<file path="config.mk">
export PLATFORM = sky130hd
export DESIGN_NAME = ethernet_ipv4_l4_header_checker_unit
export DESIGN_NICKNAME = d
export VERILOG_FILES = /design/src/hw/rtl/ehc_pkg.sv /design/src/hw/rtl/ehc_parse.sv /design/src/hw/rtl/ehc_finish.sv /design/src/hw/rtl/ethernet_ipv4_l4_header_checker_unit.sv
export SDC_FILE = /design/constraint.sdc
export NUM_CORES = 1
export LEC_CHECK = 0
export BUFFER_PORTS_ARGS = -buffer_cell sky130_fd_sc_hd__buf_2
export CORE_MARGIN = 2
export CORE_UTILIZATION = 52
export DETAILED_ROUTE_END_ITERATION = 7
export MAX_ROUTING_LAYER = met4
export PLACE_DENSITY = 0.78
export SYNTH_ARGS = -nofsm -noshare
export SYNTH_HDL_FRONTEND = slang
export SYNTH_HIERARCHICAL = 1
export SYNTH_SLANG_ARGS = --single-unit
export TNS_END_PERCENT = 100
</file>
<file path="constraint.sdc">
create_clock -name clk -period 16.9 [get_ports clk]
set_input_delay 1.69 -clock clk [delete_from_list [all_inputs] [get_ports clk]]
set_output_delay 1.69 -clock clk [all_outputs]
set_load 0.02 [all_outputs]
</file>
<file path="src/hw/rtl/ehc_pkg.sv">
// Package for the Ethernet/IPv4/L4 header checker: payload structs,
// status codes, per-frame state record and the one's complement adder.
// No dependencies.
`default_nettype none
package ehc_pkg;

    localparam int ETH_HEADER_BYTES_DEF = 14;
    localparam int COUNT_WIDTH_DEF      = 11;
    localparam int COUNT_WIDTH_MAX      = 16;
    localparam int LEN_WIDTH            = 11;

    localparam logic [10:0] MIN_FRAME_RESET = 11'd60;
    localparam logic [10:0] MAX_FRAME_RESET = 11'd1518;

    localparam logic [7:0] PROTO_ICMP = 8'd1;
    localparam logic [7:0] PROTO_TCP  = 8'd6;
    localparam logic [7:0] PROTO_UDP  = 8'd17;

    localparam logic [0:0] REG_MIN_FRAME = 1'b0;
    localparam logic [0:0] REG_MAX_FRAME = 1'b1;

    localparam logic [3:0] ST_OK        = 4'd0;
    localparam logic [3:0] ST_ICMP      = 4'd1;
    localparam logic [3:0] ST_FRAME_LEN = 4'd2;
    localparam logic [3:0] ST_IPV6      = 4'd3;
    localparam logic [3:0] ST_VERSION   = 4'd4;
    localparam logic [3:0] ST_TOTAL     = 4'd5;
    localparam logic [3:0] ST_IHL       = 4'd6;
    localparam logic [3:0] ST_TCP_OFF   = 4'd7;
    localparam logic [3:0] ST_TCP_SHORT = 4'd8;
    localparam logic [3:0] ST_UDP_SHORT = 4'd9;

    localparam logic [1:0] L4_NONE = 2'd0;
    localparam logic [1:0] L4_UDP  = 2'd1;
    localparam logic [1:0] L4_TCP  = 2'd2;

    typedef struct packed {
        logic [7:0] frame_byte;
        logic       frame_last;
    } in_item_t;

    typedef struct packed {
        logic [3:0]  status;
        logic [1:0]  l4_kind;
        logic        ip_checksum_bad;
        logic        l4_checksum_bad;
        logic [7:0]  ip_protocol;
        logic [31:0] source_address;
        logic [31:0] destination_address;
        logic [15:0] source_port;
        logic [15:0] destination_port;
        logic [31:0] tcp_sequence;
        logic [31:0] tcp_acknowledge;
        logic [10:0] padding_length;
    } out_item_t;

    typedef struct packed {
        logic [COUNT_WIDTH_MAX-1:0] byte_count;
        logic [3:0]  header_words;
        logic [3:0]  version_nibble;
        logic [15:0] total_length;
        logic [7:0]  protocol;
        logic [31:0] src_addr;
        logic [31:0] dst_addr;
        logic [16:0] header_sum;
        logic [16:0] segment_sum;
        logic [7:0]  pending_high;
        logic [31:0] port_pair;
        logic [63:0] seq_ack_pair;
        logic [3:0]  tcp_offset;
        logic [15:0] udp_check;
    } frame_state_t;

    function automatic logic [16:0] ones_add(logic [16:0] s, logic [15:0] w);
        logic [17:0] t;
        t = {1'b0, s} + {2'b00, w};
        return {1'b0, t[15:0]} + {15'd0, t[17:16]};
    endfunction

endpackage
`default_nettype wire

</file>
<file path="src/hw/rtl/ehc_parse.sv">
// Per-byte header parser: holds the running frame state and presents
// the state after the current byte. Depends on ehc_pkg.
`default_nettype none
module ehc_parse #(
    parameter int ETH_HEADER_BYTES = ehc_pkg::ETH_HEADER_BYTES_DEF,
    parameter int COUNT_WIDTH      = ehc_pkg::COUNT_WIDTH_DEF
) (
    input  wire logic                clk,
    input  wire logic                rst_n,
    input  wire logic                advance,
    input  wire ehc_pkg::in_item_t   item,
    output ehc_pkg::frame_state_t    state_next
);

    ehc_pkg::frame_state_t st_reg;

    function automatic logic [ehc_pkg::COUNT_WIDTH_MAX-1:0] COUNT_WIDTH_EXT(
        logic [COUNT_WIDTH-1:0] v);
        return ehc_pkg::COUNT_WIDTH_MAX'(v);
    endfunction

    always_comb
    begin
        logic [COUNT_WIDTH-1:0] p;
        logic [COUNT_WIDTH-1:0] q;
        logic [COUNT_WIDTH-1:0] s;
        logic [5:0]  hl;
        logic [7:0]  b;
        logic [15:0] w;
        ehc_pkg::frame_state_t nx;
        nx = st_reg;
        b  = item.frame_byte;
        p  = st_reg.byte_count[COUNT_WIDTH-1:0];
        q  = p - COUNT_WIDTH'(ETH_HEADER_BYTES);
        hl = '0;
        s  = '0;
        w  = '0;
        if (p != {COUNT_WIDTH{1'b1}})
        begin
            nx.byte_count = COUNT_WIDTH_EXT(p + COUNT_WIDTH'(1));
            if (p >= COUNT_WIDTH'(ETH_HEADER_BYTES))
            begin
                if (q == COUNT_WIDTH'(0))
                begin
                    nx.version_nibble = b[7:4];
                    nx.header_words   = b[3:0];
                end
                else if (q == COUNT_WIDTH'(2))
                    nx.total_length[15:8] = b;
                else if (q == COUNT_WIDTH'(3))
                    nx.total_length[7:0] = b;
                else if (q == COUNT_WIDTH'(9))
                    nx.protocol = b;
                else if (q inside {[12:15]})
                    nx.src_addr = {st_reg.src_addr[23:0], b};
                else if (q inside {[16:19]})
                    nx.dst_addr = {st_reg.dst_addr[23:0], b};

                hl = {nx.header_words, 2'b00};
                if (q < COUNT_WIDTH'(hl))
                begin
                    if (!q[0])
                        nx.pending_high = b;
                    else
                        nx.header_sum = ehc_pkg::ones_add(st_reg.header_sum,
                                                          {st_reg.pending_high, b});
                end
                else
                begin
                    s = q - COUNT_WIDTH'(hl);
                    if (s < COUNT_WIDTH'(4))
                        nx.port_pair = {st_reg.port_pair[23:0], b};
                    else if (s < COUNT_WIDTH'(12))
                        nx.seq_ack_pair = {st_reg.seq_ack_pair[55:0], b};
                    else if (s == COUNT_WIDTH'(12))
                        nx.tcp_offset = b[7:4];
                    if (s == COUNT_WIDTH'(6))
                        nx.udp_check[15:8] = b;
                    else if (s == COUNT_WIDTH'(7))
                        nx.udp_check[7:0] = b;

                    if (17'(q) < {1'b0, nx.total_length})
                    begin
                        if (!q[0])
                        begin
                            nx.pending_high = b;
                            if ((17'(q) + 17'd1) == {1'b0, nx.total_length})
                                nx.segment_sum = ehc_pkg::ones_add(st_reg.segment_sum,
                                                                   {b, 8'h00});
                        end
                        else
                        begin
                            w = {st_reg.pending_high, b};
                            if (s == COUNT_WIDTH'(7) && nx.protocol == ehc_pkg::PROTO_UDP
                                && w == 16'hffff)
                                w = 16'h0000;
                            nx.segment_sum = ehc_pkg::ones_add(st_reg.segment_sum, w);
                        end
                    end
                end
            end
        end
        state_next = nx;
    end

    always_ff @(posedge clk or negedge rst_n)
    begin
        if (!rst_n)
            st_reg <= '0;
        else if (advance)
        begin
            if (item.frame_last)
                st_reg <= '0;
            else
                st_reg <= state_next;
        end
    end

endmodule
`default_nettype wire

</file>
<file path="src/hw/rtl/ehc_finish.sv">
// End-of-frame evaluation: length checks, IPv4 checks and the L4
// pseudo-header checksum over a captured frame state. Depends on ehc_pkg.
`default_nettype none
module ehc_finish #(
    parameter int ETH_HEADER_BYTES = ehc_pkg::ETH_HEADER_BYTES_DEF,
    parameter int COUNT_WIDTH      = ehc_pkg::COUNT_WIDTH_DEF
) (
    input  wire ehc_pkg::frame_state_t snap,
    input  wire logic [10:0]           min_len,
    input  wire logic [10:0]           max_len,
    output ehc_pkg::out_item_t         result
);

    always_comb
    begin
        logic [15:0] len;
        logic [15:0] ipbytes;
        logic [5:0]  hl;
        logic [5:0]  off;
        logic [15:0] dl;
        logic [18:0] ps_wide;
        logic [16:0] ps_fold;
        logic [15:0] ps;
        logic        l4_bad;
        ehc_pkg::out_item_t r;
        r   = '0;
        len = 16'(snap.byte_count[COUNT_WIDTH-1:0]);
        hl  = {snap.header_words, 2'b00};
        off = {snap.tcp_offset, 2'b00};
        dl  = snap.total_length - 16'(hl);
        ipbytes = (len >= 16'(ETH_HEADER_BYTES)) ? len - 16'(ETH_HEADER_BYTES) : 16'd0;

        // sum all pseudo-header terms at full width, then fold the carries
        ps_wide = ((19'(snap.segment_sum) + 19'(snap.src_addr[31:16]))
                   + (19'(snap.src_addr[15:0]) + 19'(snap.dst_addr[31:16])))
                  + ((19'(snap.dst_addr[15:0]) + 19'(snap.protocol)) + 19'(dl));
        ps_fold = 17'(ps_wide[15:0]) + 17'(ps_wide[18:16]);
        ps      = ps_fold[15:0] + 16'(ps_fold[16]);
        l4_bad  = (ps != 16'hffff);

        if (len < {5'd0, min_len} || len > {5'd0, max_len})
            r.status = ehc_pkg::ST_FRAME_LEN;
        else if (snap.version_nibble == 4'd6)
            r.status = ehc_pkg::ST_IPV6;
        else if (snap.version_nibble != 4'd4)
            r.status = ehc_pkg::ST_VERSION;
        else if (snap.total_length > ipbytes)
            r.status = ehc_pkg::ST_TOTAL;
        else
        begin
            r.padding_length = 11'(ipbytes - snap.total_length);
            if (hl < 6'd20 || 16'(hl) > snap.total_length)
                r.status = ehc_pkg::ST_IHL;
            else
            begin
                r.ip_checksum_bad     = (snap.header_sum != 17'h0ffff);
                r.ip_protocol         = snap.protocol;
                r.source_address      = snap.src_addr;
                r.destination_address = snap.dst_addr;
                if (dl != 16'd0)
                begin
                    if (snap.protocol == ehc_pkg::PROTO_ICMP)
                        r.status = ehc_pkg::ST_ICMP;
                    else if (snap.protocol == ehc_pkg::PROTO_TCP)
                    begin
                        r.l4_kind = ehc_pkg::L4_TCP;
                        if (off < 6'd20)
                            r.status = ehc_pkg::ST_TCP_OFF;
                        else if (dl < 16'(off))
                            r.status = ehc_pkg::ST_TCP_SHORT;
                        else
                        begin
                            r.l4_checksum_bad  = l4_bad;
                            r.source_port      = snap.port_pair[31:16];
                            r.destination_port = snap.port_pair[15:0];
                            r.tcp_sequence     = snap.seq_ack_pair[63:32];
                            r.tcp_acknowledge  = snap.seq_ack_pair[31:0];
                        end
                    end
                    else if (snap.protocol == ehc_pkg::PROTO_UDP)
                    begin
                        r.l4_kind          = ehc_pkg::L4_UDP;
                        r.source_port      = snap.port_pair[31:16];
                        r.destination_port = snap.port_pair[15:0];
                        if (dl < 16'd8)
                            r.status = ehc_pkg::ST_UDP_SHORT;
                        else if (snap.udp_check != 16'd0)
                            r.l4_checksum_bad = l4_bad;
                    end
                end
            end
        end
        result = r;
    end

endmodule
`default_nettype wire

</file>
<file path="src/hw/rtl/ethernet_ipv4_l4_header_checker_unit.sv">
// Top level of the Ethernet/IPv4/L4 header checker.
// Depends on ehc_pkg, ehc_parse and ehc_finish.
//
//  channel | signals                     | moves
//  in      | in_valid/in_ready/in_item   | one frame byte per item
//  out     | out_valid/out_ready/out_item| one status item per frame
//  cfg     | cfg_we/cfg_index/cfg_data   | frame length bounds
//
// One byte is taken per cycle while in_ready is high. The byte marked last copies
// the frame state into a snapshot register; once the output register is free,
// the snapshot is evaluated into it and the status item becomes valid.
// Reset clears the parser's frame state and the valid flags, the bounds return to 60 and 1518.
// A held output stalls input only once the snapshot slot is also full.
`default_nettype none
module ethernet_ipv4_l4_header_checker_unit #(
    parameter int ETH_HEADER_BYTES = ehc_pkg::ETH_HEADER_BYTES_DEF,
    parameter int COUNT_WIDTH      = ehc_pkg::COUNT_WIDTH_DEF
) (
    input  wire logic               clk,
    input  wire logic               rst_n,
    input  wire logic               in_valid,
    output logic                    in_ready,
    input  wire ehc_pkg::in_item_t  in_item,
    output logic                    out_valid,
    input  wire logic               out_ready,
    output ehc_pkg::out_item_t      out_item,
    input  wire logic               cfg_we,
    input  wire logic [0:0]         cfg_index,
    input  wire logic [10:0]        cfg_data
);

    logic [10:0] min_len_reg;
    logic [10:0] max_len_reg;
    logic        snap_valid_reg;
    logic        out_valid_reg;
    ehc_pkg::frame_state_t snap_reg;
    ehc_pkg::frame_state_t state_next;
    ehc_pkg::out_item_t    result_next;
    ehc_pkg::out_item_t    out_reg;
    logic accept;
    logic out_free;
    logic move;

    assign out_free = !out_valid_reg || out_ready;
    assign move     = snap_valid_reg && out_free;
    assign in_ready = !snap_valid_reg || out_free;
    assign accept   = in_valid && in_ready;
    assign out_valid = out_valid_reg;
    assign out_item  = out_reg;

    ehc_parse #(
        .ETH_HEADER_BYTES(ETH_HEADER_BYTES),
        .COUNT_WIDTH(COUNT_WIDTH)
    ) u_parse (
        .clk(clk),
        .rst_n(rst_n),
        .advance(accept),
        .item(in_item),
        .state_next(state_next)
    );

    ehc_finish #(
        .ETH_HEADER_BYTES(ETH_HEADER_BYTES),
        .COUNT_WIDTH(COUNT_WIDTH)
    ) u_finish (
        .snap(snap_reg),
        .min_len(min_len_reg),
        .max_len(max_len_reg),
        .result(result_next)
    );

    always_ff @(posedge clk or negedge rst_n)
    begin
        if (!rst_n)
        begin
            min_len_reg    <= ehc_pkg::MIN_FRAME_RESET;
            max_len_reg    <= ehc_pkg::MAX_FRAME_RESET;
            snap_valid_reg <= 1'b0;
            out_valid_reg  <= 1'b0;
        end
        else
        begin
            if (cfg_we)
            begin
                case (cfg_index)
                    ehc_pkg::REG_MIN_FRAME: min_len_reg <= cfg_data;
                    ehc_pkg::REG_MAX_FRAME: max_len_reg <= cfg_data;
                    default: ;
                endcase
            end
            if (accept && in_item.frame_last)
                snap_valid_reg <= 1'b1;
            else if (move)
                snap_valid_reg <= 1'b0;
            if (move)
                out_valid_reg <= 1'b1;
            else if (out_ready)
                out_valid_reg <= 1'b0;
        end
    end

    always_ff @(posedge clk)
    begin
        if (accept && in_item.frame_last)
            snap_reg <= state_next;
        if (move)
            out_reg <= result_next;
    end

endmodule
`default_nettype wire
</file>
[Yosys cells after proc, flatten, opt, wreduce, memory -nomap -nowiden]
Cells that the tools add are included.
Storage, ports and cells
  logic and storage cells: 203
  output and inout port bits: 189
  input port bits: 26
  flip-flop bits (word level): 738
Cells by class
  magnitude comparators: 18
  reduce and logical (&&, ||, !) cells: 30
  bitwise logic cells: 3
  $add $sub $neg: 21
  mux-type cells: 68
  equality and inequality tests: 17
Operator list (count)
  270-bit two-way mux: 2
  88-bit two-way mux: 3
  254-bit two-way mux: 1
  32-bit two-way mux: 6
  96-bit two-way mux: 2
  64-bit two-way mux: 2
  116-bit two-way mux: 1
  16-bit two-way mux: 7
  8-bit two-way mux: 11
  17-bit two-way mux: 5
  80-bit two-way mux: 1
  17-bit by 16-bit adder with 18-bit output: 4
  72-bit two-way mux: 1
  68-bit two-way mux: 1
  16-bit by 2-bit adder with 17-bit output: 3
  19-bit adder: 2
  11-bit by 4-bit greater-or-equal comparator with 1-bit output, second input constant: 3
  16-bit nonzero test: 2
  25-bit two-way mux: 1
  11-bit by 2-bit equality test with 1-bit output, second input constant: 2
  11-bit by 3-bit equality test with 1-bit output, second input constant: 2
  11-bit by 4-bit equality test with 1-bit output, second input constant: 2
  4-bit two-way mux: 5
  19-bit by 16-bit adder with 19-bit output: 1
  55 further kinds: 87

[Longest topological paths before layout]
  word-level depth: 28
  gate-level depth with buffers: 46
  gate-level depth less buffers: 44

[By module]
Netlist, hierarchy kept.
Modules (own cells, without submodules)
  ehc_parse: times used 1, cells each 1703, area each 17573.1 um^2, sequential area each 6756.5 um^2
  ethernet_ipv4_l4_header_checker_unit: times used 1, cells each 515, area each 14750.4 um^2, sequential area each 14338.8 um^2
  ehc_finish: times used 1, cells each 888, area each 6774.0 um^2, sequential area each 0.0 um^2

[Worst setup path after synthesis]
Ideal clock, no wire load.
  kind: in2reg
  from: in out_ready
  to: reg snap_reg[0] (netlist bit) (enable)
  buffers on the path: 0
  required time: 15.964 ns
  cell stages on the path: 2
  slack: 2.132 ns
  arrival time: 13.832 ns
  library setup time: 0.936 ns
  path through: nand3b_1 nor2b_1
Between the ends
  longest elaborated chain between the ends: 4
RTL lines
  from (decl): line ethernet_ipv4_l4_header_checker_unit.sv:25  | input wire logic out_ready,
  1-bit logical OR: line ethernet_ipv4_l4_header_checker_unit.sv:44  | assign out_free = !out_valid_reg || out_ready;
  1-bit logical OR: line ethernet_ipv4_l4_header_checker_unit.sv:46  | assign in_ready = !snap_valid_reg || out_free;
  1-bit logical AND: line ethernet_ipv4_l4_header_checker_unit.sv:47  | assign accept = in_valid && in_ready;
  1-bit logical AND: line ethernet_ipv4_l4_header_checker_unit.sv:104  | if (accept && in_item.frame_last)
  to (signal assigned): line ethernet_ipv4_l4_header_checker_unit.sv:105  | snap_reg <= state_next;
  to (decl): line ethernet_ipv4_l4_header_checker_unit.sv:36  | ehc_pkg::frame_state_t snap_reg;
Every way passes these cells.
A chain may end at the register's enable or synchronous reset.

==> metrics.txt <==
status=complete, no violations; post-route DRC violation count=0; Total GRT Usage=25.42%; Placer Congestion=~0.94; Design Area, Final=43270 um2; Hold Startpoint=u_parse/st_reg[223]$_DFFE_PN0P_; critical path's largest stage delay=0.74 ns; CP Launch Point=u_parse/st_reg[255]$_DFFE_PN0P_; Hold Violations, Final=0; crit end category=flip-flop; WL/cell=about 22 um; CTS root buffer=clkbuf_16; Leak=about 19 nW; drt via density=between 5 and 6; final antenna-violating net count=0; FF-to-FF Start=u_parse/st_reg[255]$_DFFE_PN0P_; first-pass GRT wire length=147300 um; # Post-CTS Setup Buffers=0; Max Cap Violations=0; initial antenna violation count=2; RSZ-0062 raised after global routing=no; placed cell count=roughly 4.1k; WP data required=between 15 and 20 ns; core area=roughly 73000 um2; fill cell count=5655; Rel. slew slack=a little under a third; Crit Path Max Fanout=17; WS Path Type=reg -> reg; CTS sink count=733; TritonCTS Buffers=79; fin crit period=around 12 ns; Setup-failing EPs final=0; Pwr Total=a little under 5 mW; synthesis-to-finish area growth=12.36%; die area=roughly 76000 um2; CP startpoint kind=flip-flop; vias in the first global route=~25k; share of cells above drive strength 1=between 20% and 30%; DP Area=approximately 40000 um2; placed wire-length estimate=~64000 um; Core Util, Final=between 50 and 60%; number of flip-flops in the largest register=approximately 270; WL final=between 90000 and 100000 um; worst skew pair latency=0.67 ns; row cnt=a little under 100; GRT Residual Overflow=0; post-CTS sizing=0; Die Height=around 280 um; H-tree levels=3; number of I/O pins=215; Worst path most repeated cell=ha_1; DIE WIDTH=between 200 and 300 um; port bufs=around 210; Synth Net Count=3342; cells after synthesis=slightly above 3k; Slew @ Worst Pin=~1.0 ns; CP Buf/Inv Count=3; CTS tree=done; worst hold path class=reg -> reg; Yosys warning count=6; delay-heaviest family, CP=compound AO/OA/AOI/OAI gates; Peak VDD IR=roughly 0.094 mV; pin count of the biggest net entering global routing=around 100; CTS Hold Buffers Added=0; total number of vias=around 25k; Synth Cell Area=between 30000 and 40000 um2; Mean Syn Cell Area=roughly 13 um2; crit share post-route=between 60% and 70%; Setup Skew=0.06545 ns; fmax=~85 MHz; Starting Density=52.70%; Worst Path Arrival=12.28 ns; Layout Nets=around 3.5k; power density over the cells=between 100 and 150 nW/um2; final slew viol count=0; Slowest cell on crit path=or4_1; Initial DRC Count=about 2.2k; clk buf depth=3; Non-Filler Instances=about 4.3k; DRT Pass-1 Iters=5; Reg clk slew, reported paths=around 0.060 ns; post-route setup TNS=0 ns
where the power goes:
group,internal [mW],switching [mW],leakage (nW)
clock,1.05,0.759,1.33
sequential,1.97,0.0439,8.25
combinational,0.402,0.664,9.05
routing by layer:
layer	global-route usage [%]	wire, um	vias up
met5	-	0	-
li1	-	-	11720
met1	33.02	39870	12620
met3	5.459	6785	173
met4	8.589	2958	0
met2	39.87	45230	841
stage by stage:
step,setup WS [ns],hold slack (ns)
after floorplan,2.727,0.4487
after global placement,5.596,0.4633
after detailed placement,5.329,0.4734
after CTS,5.233,0.4904
after global routing,4.233,0.5025
final,5.171,0.4926
placed cells by master (no fill, tap or decap), drive strengths merged, types with 16 or more instances in the layout:
master	n
edfxtp	444
dfrtp	277
buf	250
inv	235
mux2	221
a22o	208
and2	172
ha	159
nand2	127
nor2	120
clkbuf	109
a21oi	103
xnor2	88
fa	80
o21ai	71
nand3	55
nor3	49
xor2	44
nand4	34
o2bb2ai	33
a21o	30
nand2b	24
nor2b	24
clkinv	24
mux2i	22
nor4	22
and3	21
a22oi	21
o21bai	16
final timing paths:
check | cells past startpoint | to | slack (ns)
worst max-delay path | 43 | u_parse/st_reg[138]$_DFFE_PN0P_ | 5.17
worst min-delay path | 1 | u_parse/st_reg[223]$_DFFE_PN0P_ | 0.49
worst max register to register | 43 | u_parse/st_reg[138]$_DFFE_PN0P_ | 5.17
worst min register to register | 1 | u_parse/st_reg[223]$_DFFE_PN0P_ | 0.49
max in group asynchronous | 3 | u_parse/st_reg[226]$_DFFE_PN0P_ | 13.66
min in group asynchronous | 1 | u_parse/st_reg[185]$_DFFE_PN0P_ | 1.09
cell type report:
| type | count | area (um2) | share of cell area [%] |
|---|---|---|---|
| sequential | 733 | 20580 | 47.56 |
| multi-input combinational | 1976 | 16490 | 38.10 |
| clock buffer | 109 | 2231 | 5.155 |
| timing repair buffer | 250 | 1351 | 3.123 |
| tap | 959 | 1200 | 2.773 |
| inverter | 231 | 874.6 | 2.021 |
| clock inverter | 39 | 548.0 | 1.266 |
| antenna | 1 | 2.502 | 0.005783 |
Note: power is estimated with default switching activity, not from simulation.
